## src/rtl/msp_pkg.sv

```systemverilog
`default_nettype none

package msp_pkg;

  // Payload store geometry
  localparam int unsigned MaxPayload = 64;
  localparam int unsigned AddrW      = $clog2(MaxPayload);
  localparam int unsigned LenW       = 7;
  localparam int unsigned ByteW      = 8;

  // Frame header bytes
  localparam logic [ByteW-1:0] SyncDollar = 8'h24;
  localparam logic [ByteW-1:0] SyncM      = 8'h4D;
  localparam logic [ByteW-1:0] SyncLt     = 8'h3C;

  // Size limit after reset
  localparam logic [LenW-1:0] LimitReset = LenW'(MaxPayload);

  // Request from the parser to the emitter
  typedef struct packed {
    logic             start;
    logic [ByteW-1:0] command;
    logic [LenW-1:0]  length;
  } emit_req_t;

endpackage

`default_nettype wire

```

## src/rtl/msp_ram.sv

```systemverilog
`default_nettype none

module msp_ram #(
  parameter int unsigned Width = 8,
  parameter int unsigned Depth = 64
) (
  input  wire logic                     clk_i,
  input  wire logic                     we_i,
  input  wire logic [$clog2(Depth)-1:0] waddr_i,
  input  wire logic [Width-1:0]         wdata_i,
  input  wire logic [$clog2(Depth)-1:0] raddr_i,
  output logic      [Width-1:0]         rdata_o
);

  logic [Width-1:0] mem_q [Depth];
  logic [Width-1:0] rdata_q;

  // Write port and registered read port
  always_ff @(posedge clk_i) begin
    if (we_i) begin
      mem_q[waddr_i] <= wdata_i;
    end
    rdata_q <= mem_q[raddr_i];
  end

  assign rdata_o = rdata_q;

endmodule

`default_nettype wire

```

## src/rtl/msp_parse.sv

```systemverilog
`default_nettype none

module msp_parse (
  input  wire logic                      clk_i,
  input  wire logic                      rst_ni,
  input  wire logic                      accept_i,
  input  wire logic [7:0]                rx_byte_i,
  input  wire logic                      cfg_we_i,
  input  wire logic [6:0]                cfg_data_i,
  output logic                           we_o,
  output logic      [msp_pkg::AddrW-1:0] waddr_o,
  output logic      [7:0]                wdata_o,
  output msp_pkg::emit_req_t             req_o
);

  import msp_pkg::*;

  localparam logic [2:0] PsIdle   = 3'd0;
  localparam logic [2:0] PsDollar = 3'd1;
  localparam logic [2:0] PsM      = 3'd2;
  localparam logic [2:0] PsArrow  = 3'd3;
  localparam logic [2:0] PsLen    = 3'd4;
  localparam logic [2:0] PsBody   = 3'd5;

  logic [2:0]       state_q, state_d;
  logic [LenW-1:0]  exp_len_q, exp_len_d;
  logic [LenW-1:0]  fill_q, fill_d;
  logic [ByteW-1:0] xor_q, xor_d;
  logic [ByteW-1:0] cmd_q, cmd_d;
  logic [LenW-1:0]  limit_q;
  logic [LenW-1:0]  limit_eff;

  // Saturate the limit to the store depth
  assign limit_eff = (limit_q > LenW'(MaxPayload)) ? LenW'(MaxPayload) : limit_q;

  // Advance the parser on each accepted byte
  always_comb begin
    state_d   = state_q;
    exp_len_d = exp_len_q;
    fill_d    = fill_q;
    xor_d     = xor_q;
    cmd_d     = cmd_q;
    we_o      = 1'b0;
    req_o     = '{start: 1'b0, command: cmd_q, length: exp_len_q};
    if (accept_i) begin
      case (state_q)
        PsDollar: state_d = (rx_byte_i == SyncM) ? PsM : PsIdle;
        PsM:      state_d = (rx_byte_i == SyncLt) ? PsArrow : PsIdle;
        PsArrow: begin
          if (rx_byte_i > {1'b0, limit_eff}) begin
            state_d = PsIdle;
          end else begin
            exp_len_d = rx_byte_i[LenW-1:0];
            xor_d     = rx_byte_i;
            fill_d    = '0;
            state_d   = PsLen;
          end
        end
        PsLen: begin
          cmd_d   = rx_byte_i;
          xor_d   = xor_q ^ rx_byte_i;
          state_d = PsBody;
        end
        PsBody: begin
          if (fill_q < exp_len_q) begin
            xor_d  = xor_q ^ rx_byte_i;
            we_o   = 1'b1;
            fill_d = fill_q + LenW'(1);
          end else begin
            // Hand a good frame over to the emitter, drop a bad one
            req_o.start = (xor_q == rx_byte_i);
            state_d     = PsIdle;
          end
        end
        default: state_d = (rx_byte_i == SyncDollar) ? PsDollar : PsIdle;
      endcase
    end
  end

  assign waddr_o = fill_q[AddrW-1:0];
  assign wdata_o = rx_byte_i;

  // Hold parser state and size limit
  always_ff @(posedge clk_i or negedge rst_ni) begin
    if (!rst_ni) begin
      state_q   <= PsIdle;
      exp_len_q <= '0;
      fill_q    <= '0;
      xor_q     <= '0;
      cmd_q     <= '0;
      limit_q   <= LimitReset;
    end else begin
      state_q   <= state_d;
      exp_len_q <= exp_len_d;
      fill_q    <= fill_d;
      xor_q     <= xor_d;
      cmd_q     <= cmd_d;
      if (cfg_we_i) begin
        limit_q <= cfg_data_i;
      end
    end
  end

`ifndef SYNTHESIS
  assert property (@(posedge clk_i) disable iff (!rst_ni)
    we_o |-> (state_q == PsBody) && (fill_q < exp_len_q))
    else $error("payload write outside the frame body");
  assert property (@(posedge clk_i) disable iff (!rst_ni)
    exp_len_q <= LenW'(MaxPayload))
    else $error("expected length exceeds the store depth");
  assert property (@(posedge clk_i) disable iff (!rst_ni)
    req_o.start |-> (fill_q == exp_len_q))
    else $error("frame handed over before the payload is complete");
`endif

endmodule

`default_nettype wire

```

## src/rtl/msp_emit.sv

```systemverilog
`default_nettype none

module msp_emit (
  input  wire logic                      clk_i,
  input  wire logic                      rst_ni,
  input  wire msp_pkg::emit_req_t        req_i,
  output logic      [msp_pkg::AddrW-1:0] raddr_o,
  input  wire logic [7:0]                rdata_i,
  output logic                           busy_o,
  output logic                           out_valid_o,
  input  wire logic                      out_stall_i,
  output logic      [7:0]                command_o,
  output logic      [6:0]                payload_length_o,
  output logic      [7:0]                data_byte_o,
  output logic      [5:0]                byte_index_o,
  output logic                           has_data_o,
  output logic                           last_o
);

  import msp_pkg::*;

  localparam logic [1:0] EsIdle  = 2'd0;
  localparam logic [1:0] EsRead  = 2'd1;
  localparam logic [1:0] EsLoad  = 2'd2;
  localparam logic [1:0] EsEmpty = 2'd3;

  logic [1:0]       state_q, state_d;
  logic [AddrW-1:0] idx_q, idx_d;
  logic [LenW-1:0]  len_q;
  logic [ByteW-1:0] cmd_q;
  logic             out_valid_q, out_valid_d;
  logic             slot_free;
  logic             load;
  logic             is_last;

  logic [ByteW-1:0] out_cmd_q;
  logic [LenW-1:0]  out_len_q;
  logic [ByteW-1:0] out_data_q;
  logic [AddrW-1:0] out_idx_q;
  logic             out_has_q;
  logic             out_last_q;

  assign slot_free = !out_valid_q || !out_stall_i;
  assign is_last   = ({1'b0, idx_q} + LenW'(1)) == len_q;

  // Step through the stored payload, one read per payload byte; an empty frame gives one result without a read
  always_comb begin
    state_d     = state_q;
    idx_d       = idx_q;
    load        = 1'b0;
    out_valid_d = out_valid_q && out_stall_i;
    case (state_q)
      EsIdle: begin
        if (req_i.start) begin
          idx_d   = '0;
          state_d = (req_i.length == '0) ? EsEmpty : EsRead;
        end
      end
      EsRead: state_d = EsLoad;
      EsLoad: begin
        if (slot_free) begin
          load        = 1'b1;
          out_valid_d = 1'b1;
          if (is_last) begin
            state_d = EsIdle;
          end else begin
            idx_d   = idx_q + AddrW'(1);
            state_d = EsRead;
          end
        end
      end
      EsEmpty: begin
        if (slot_free) begin
          load        = 1'b1;
          out_valid_d = 1'b1;
          state_d     = EsIdle;
        end
      end
      default: state_d = EsIdle;
    endcase
  end

  // Hold control state
  always_ff @(posedge clk_i or negedge rst_ni) begin
    if (!rst_ni) begin
      state_q     <= EsIdle;
      idx_q       <= '0;
      out_valid_q <= 1'b0;
    end else begin
      state_q     <= state_d;
      idx_q       <= idx_d;
      out_valid_q <= out_valid_d;
    end
  end

  // Latch the frame header and fill the output register
  always_ff @(posedge clk_i) begin
    if (req_i.start && (state_q == EsIdle)) begin
      len_q <= req_i.length;
      cmd_q <= req_i.command;
    end
    if (load) begin
      out_cmd_q  <= cmd_q;
      out_len_q  <= len_q;
      out_has_q  <= (state_q == EsLoad);
      out_data_q <= (state_q == EsLoad) ? rdata_i : '0;
      out_idx_q  <= (state_q == EsLoad) ? idx_q : '0;
      out_last_q <= (state_q == EsLoad) ? is_last : 1'b1;
    end
  end

  assign raddr_o          = idx_q;
  assign busy_o           = (state_q != EsIdle);
  assign out_valid_o      = out_valid_q;
  assign command_o        = out_cmd_q;
  assign payload_length_o = out_len_q;
  assign data_byte_o      = out_data_q;
  assign byte_index_o     = out_idx_q;
  assign has_data_o       = out_has_q;
  assign last_o           = out_last_q;

`ifndef SYNTHESIS
  assert property (@(posedge clk_i) disable iff (!rst_ni)
    req_i.start |-> (state_q == EsIdle))
    else $error("frame handed over while a burst is still running");
  assert property (@(posedge clk_i) disable iff (!rst_ni)
    (state_q == EsRead) |=> (state_q == EsLoad))
    else $error("read data not taken in the cycle after the read");
  assert property (@(posedge clk_i) disable iff (!rst_ni)
    (state_q == EsLoad) |-> ({1'b0, idx_q} < len_q))
    else $error("burst index beyond the frame length");
`endif

endmodule

`default_nettype wire

```

## src/rtl/msp_v1_frame_receiver_top.sv

```systemverilog
// Bytes are taken one per cycle while no burst is running; a header or payload
// byte has no result. A good checksum byte starts a burst: each payload byte is
// read from the store and then loaded into the output register; an empty frame
// gets a single result without data. The input is stalled while the burst runs,
// including every cycle that a full output register is held by the receiver.
// Reset clears the parser, the burst logic and the output valid flag and sets
// the size limit to 64; the payload buffer is not cleared.
`default_nettype none

module msp_v1_frame_receiver_top (
  input  wire logic       clk_i,
  input  wire logic       rst_ni,
  input  wire logic       in_valid_i,
  output logic            in_stall_o,
  input  wire logic [7:0] rx_byte_i,
  input  wire logic       cfg_we_i,
  input  wire logic [6:0] cfg_data_i,
  output logic            out_valid_o,
  input  wire logic       out_stall_i,
  output logic      [7:0] command_o,
  output logic      [6:0] payload_length_o,
  output logic      [7:0] data_byte_o,
  output logic      [5:0] byte_index_o,
  output logic            has_data_o,
  output logic            last_o
);

  import msp_pkg::*;

  logic             accept;
  logic             busy;
  logic             we;
  logic [AddrW-1:0] waddr;
  logic [AddrW-1:0] raddr;
  logic [ByteW-1:0] wdata;
  logic [ByteW-1:0] rdata;
  emit_req_t        req;

  // Stall the byte stream while a burst is running
  assign in_stall_o = busy;
  assign accept     = in_valid_i && !busy;

  msp_parse u_parse (
    .clk_i      (clk_i),
    .rst_ni     (rst_ni),
    .accept_i   (accept),
    .rx_byte_i  (rx_byte_i),
    .cfg_we_i   (cfg_we_i),
    .cfg_data_i (cfg_data_i),
    .we_o       (we),
    .waddr_o    (waddr),
    .wdata_o    (wdata),
    .req_o      (req)
  );

  msp_ram #(
    .Width (ByteW),
    .Depth (MaxPayload)
  ) u_ram (
    .clk_i   (clk_i),
    .we_i    (we),
    .waddr_i (waddr),
    .wdata_i (wdata),
    .raddr_i (raddr),
    .rdata_o (rdata)
  );

  msp_emit u_emit (
    .clk_i            (clk_i),
    .rst_ni           (rst_ni),
    .req_i            (req),
    .raddr_o          (raddr),
    .rdata_i          (rdata),
    .busy_o           (busy),
    .out_valid_o      (out_valid_o),
    .out_stall_i      (out_stall_i),
    .command_o        (command_o),
    .payload_length_o (payload_length_o),
    .data_byte_o      (data_byte_o),
    .byte_index_o     (byte_index_o),
    .has_data_o       (has_data_o),
    .last_o           (last_o)
  );

endmodule

`default_nettype wire
```

## config.mk

```make
export PLATFORM = sky130hd
export DESIGN_NAME = msp_v1_frame_receiver_top
export DESIGN_NICKNAME = d
export VERILOG_FILES = /design/src/rtl/msp_pkg.sv /design/src/rtl/msp_ram.sv /design/src/rtl/msp_parse.sv /design/src/rtl/msp_emit.sv /design/src/rtl/msp_v1_frame_receiver_top.sv
export SDC_FILE = /design/constraint.sdc
export NUM_CORES = 1
export LEC_CHECK = 0
export BUFFER_PORTS_ARGS = -buffer_cell sky130_fd_sc_hd__buf_2
export CAP_MARGIN = 20
export CORE_ASPECT_RATIO = 0.7
export CORE_UTILIZATION = 62
export DETAILED_ROUTE_END_ITERATION = 8
export PLACE_DENSITY_LB_ADDON = 0.12
export SYNTH_ARGS = -nofsm -noshare
export SYNTH_HDL_FRONTEND = slang
export SYNTH_HIERARCHICAL = 1
export SYNTH_SLANG_ARGS = --single-unit
```

## constraint.sdc

```tcl
create_clock -name clk_i -period 3.4 [get_ports clk_i]
set_clock_uncertainty 0.2 [all_clocks]
set_input_delay 0.34 -clock clk_i [delete_from_list [all_inputs] [get_ports clk_i]]
set_output_delay 0.34 -clock clk_i [all_outputs]
set_load 0.1 [all_outputs]
```

==> flow_summary_export.csv <==
group,metric,value,unit
yosys,synth-main-ff-cell,"edfxtp_1",
sta,max_freq,310,MHz
die,die_area,0.0411,sq mm
grt,use_met1,45.8,%
setup_path,crit_buf_inv,3,
setup_path,path_max_fanout,13,
yosys,synthCells,1329,
sta,fin_crit,3.22,ns
sta,finalSetupTns,0,ns
setup_path,rr_worst_depth,11,
yosys,synth-seq-cells,615,
sta,slew_headroom,37.1,%
power_and_ir_drop,p_comb_share,7.6,%
final_layout,drive_above_1_share,29.9,%
setup_path,worstPathArrival,3.33,ns
power_and_ir_drop,p_sw,3560,uW
grt,antenna_found_initial,1,
sta,worst_pin_slew,0.944,ns
grt,grt_overflow_total,0,
route,vias_per_cell,6.47,
power_and_ir_drop,ir_worst_vdd,0.438,mV
sta,rsz0062_at_grt,"no",
final_layout,fill_cells,2431,
clock_tree,clkSinkCount,615,
worst_hold_path,hold_path_depth,4,
clock_tree,cts_tree,"yes",
yosys,synth_top_area_cell,"edfxtp_1",
final_layout,n_antenna_cell,0,
grt,grt_start_max_net_pins,75,
yosys,synth.top_cell.area_share,67.2,%
setup_path,crit_top_cell,"buf_4",
clock_tree,post-cts-setup-buffers,0,
yosys,ys_seq_area_share,72.7,%
placed_design,preCtsSetupSlack,0.132,ns
sta,setup_viol,0,
final_layout,finalCoreUtilization,71.4,%
grt,use_met3,6.51,%
power_and_ir_drop,p_int,12400,uW
worst_hold_path,hold_start,"in_valid_i",
power_and_ir_drop,p_seq_share,54.3,%
route,ant_nets,0,
final_layout,area_delta_synth_final,13.5,%
power_and_ir_drop,p_clk_share,38.1,%
power_and_ir_drop,swShare,22.3,%
setup_path,reg2reg_to,"u_ram/mem_q[30][0]",
power_and_ir_drop,powerDensity,563,mW/mm^2
clock_tree,clock_latency,0.59,ns
setup_path,max_stage_delay,0.41,ns
clock_tree,cts_max_level,2,
worst_hold_path,hold_path_end,"u_parse/state_q[0]",
route,post-route-drc-count,0,
grt,grt_pass1_wl,86.8,mm
grt,grt_pass1_vias,13100,
route,drt_iter0_markers,1703,
outcome,status,"finished clean",
yosys,async_flop_share,7.97,%
setup_path,critPathKind,"register to register",
clock_tree,cts_root_buffer,"clkbuf_16",
yosys,synth_warnings,6,
flow_run,drv_cap,0,
placed_design,place.gp.congestion,0.859,
setup_path,path_cells,"inv_1 > ha_1 > and3_4 > and2_1 > a311o_2 > nor2_8 > nor2b_2 > nand3_1 > buf_4 > nor2_2 > buf_4",
route,dr.pass1.iters,5,
sta,period_share,94.8,%
power_and_ir_drop,power_leakage,0.00964,uW
yosys,synth_edf_count,558,
setup_path,rr_startpoint,"u_parse/exp_len_q[6]",
final_layout,multiInputGateArea,0.00615,sq mm
die,core,0.0397,sq mm
yosys,syn_area_per_cell,18.8,sq um
setup_path,cp_slowest_cell,"a311o_2",
grt,use_met2,42.7,%
setup_path,start_kind,"register",
grt,grtUsageTotal,29.1,%
route,finalWirelength,57.8,mm
clock_tree,clockBufferDepth,3,
setup_path,worst-r2r-setup-slack,0.18,ns
grt,busiest_layer,"met1",
setup_path,worstPathRequired,3.50,ns
final_layout,seqCellArea,0.0182,sq mm
sta,timing.final.ws_setup,0.176,ns
power_and_ir_drop,power,15900,uW
sta,hold_violations,0,
final_layout,nets,1547,
sta,hold_ws,0.0278,ns
placed_design,port_buffers,52,
die,die_w,242,um
die,initial_core_util,62.9,%
clock_tree,clkTransAtPathRegs,0.06,ns
yosys,synth_area_leaders,"edfxtp_1 67%, mux4_2 11%, dfrtp_1 4.8%",
die,die_h,170,um
route,vias,13500,
placed_design,dp_hpwl,36.0,mm
die,io_pins,53,
clock_tree,cts_buffers,55,
yosys,syn_nets,1364,
worst_hold_path,hold_class,"input pin to register",
yosys,syn_area,0.0250,sq mm
setup_path,critPathTopFamily,"simple AND/OR/NAND/NOR gates",
setup_path,cp-end-kind,"register",
sta,slew_viol_final,0,
die,rows,61,
yosys,synth.distinct_cells,88,
route,wire_per_inst,27.6,um
worst reg2reg max path, cell delays in order, from the launching register on:
cell	delay [ns]
dfrtp_1	0.36
inv_1	0.07
ha_1	0.33
and3_4	0.20
and2_1	0.15
a311o_2	0.41
nor2_8	0.25
nor2b_2	0.26
nand3_1	0.10
buf_4	0.21
nor2_2	0.19
buf_4	0.20
metrics by stage:
stage | instances | instance area, sq um
global route | 2092 | 28300
global placement | 1972 | 26400
CTS | 2092 | 28300
floorplan | 1329 | 25000
finish | 2092 | 28300
detailed placement | 1972 | 26400
flip-flops by register name, indices dropped and copies added, names as in the netlist, 2 cells and up:
register,cells
u_emit/payload_length_o,7
u_parse/limit_q,7
u_emit/byte_index_o,6
u_emit/len_q,7
u_emit/state_q,2
u_emit/data_byte_o,8
u_parse/xor_q,8
u_parse/exp_len_q,7
u_ram/mem_q,512
u_parse/cmd_q,8
u_emit/raddr_o,6
u_emit/command_o,8
u_emit/cmd_q,8
u_parse/fill_q,7
u_parse/state_q,3
u_ram/rdata_o,8
worst max-delay path by stage:
stage	from	to	slack, ns	cells past startpoint
2_1_floorplan	u_emit/state_q[0]	u_emit/cmd_q[0]	0.004	9
3_3_place_gp	u_parse/exp_len_q[6]	u_ram/mem_q[30][7]	0.22	11
3_5_place_dp	u_parse/exp_len_q[6]	u_ram/mem_q[30][7]	0.13	11
4_1_cts	u_parse/exp_len_q[6]	u_ram/mem_q[30][7]	0.10	11
5_1_grt	u_parse/exp_len_q[6]	u_ram/mem_q[30][5]	0.02	11
6_report	u_parse/exp_len_q[6]	u_ram/mem_q[30][0]	0.18	11
cell usage in the layout, fill, tap and decap left out, types with 8 or more instances in the layout:
master and n:
mux2_2 29, a31oi_1 8, nor3_1 11, clkinv_2 8, o22ai_1 9, mux2i_1 23
inv_1 17, nor2b_1 21, o221ai_1 8, buf_4 132, ha_1 15, a21oi_1 15
buf_2 52, mux4_2 126, edfxtp_1 558, nor2_1 101, dfxtp_1 8, nand3_1 27
xnor2_1 9, dfrtp_1 44, dlygate4sd3_1 18, nand2_1 43, clkbuf_16 56, clkinv_1 9
clkbuf_1 18, nand2b_1 10, o21ai_0 23, and2_1 16
layout make-up:
class	instances	area share, %
sequential	615	64.1
multi-input combinational	616	21.7
timing repair buffer	207	5.41
clock buffer	75	5.23
tap	535	2.36
clock inverter	27	0.967
inverter	17	0.225
Yosys cell counts, types with 4 or more instances:
cell and instances:
o21ai_0 23, dfrtp_1 48, a221oi_1 6, nor3_1 11, buf_2 13, buf_6 9
nor2b_1 22, nand2_1 43, edfxtp_1 558, dfxtp_1 8, buf_4 27, a22oi_2 7
buf_12 5, mux4_2 126, o21ai_2 4, buf_1 4, nand4_1 6, and2_1 16
mux2i_1 23, nand3_1 27, a31oi_1 8, o22ai_1 9, clkbuf_1 19, nand2b_1 10
xnor2_1 9, mux2_2 29, nor4_1 6, o21ai_1 6, a211oi_1 5, ha_1 15
inv_1 17, a21oi_1 15, o221ai_1 8, xor2_1 6, nor2_1 102
kinds of logic after synthesis:
family | synth area share (%)
flops | 72.7
xor+xnor | 0.617
simple gates | 5.48
fa+ha+maj | 0.752
buf+inv | 2.67
mux | 13.6
compound gates | 4.16
power groups by stage:
| stage | Combinational, uW | Clock (uW) | Sequential [uW] |
|---|---|---|---|
| 4_1_cts | 1190 | 6170 | 8660 |
| 2_1_floorplan | 687 | 0 | 8790 |
| 5_1_grt | 1290 | 6440 | 8680 |
| 3_5_place_dp | 1160 | 0 | 8810 |
| 3_3_place_gp | 1130 | 0 | 8800 |
| 6_report | 1210 | 6080 | 8660 |
repair_timing:
item	CTS	global route
hold buffers	18	0
resized for setup	0	2
hold endpoints to repair	43	0
endpoints found under the setup margin	0	33
layer usage:
metal / wire, um / part of all wire [%] / vias up
li1: - / - / 5685
met1: 25000 / 43 / 7055
met2: 26000 / 45 / 708
met3: 5860 / 10 / 80
met4: 906 / 1.6 / 0
met5: 0 / 0 / -
(Power assumes the default switching activity.)
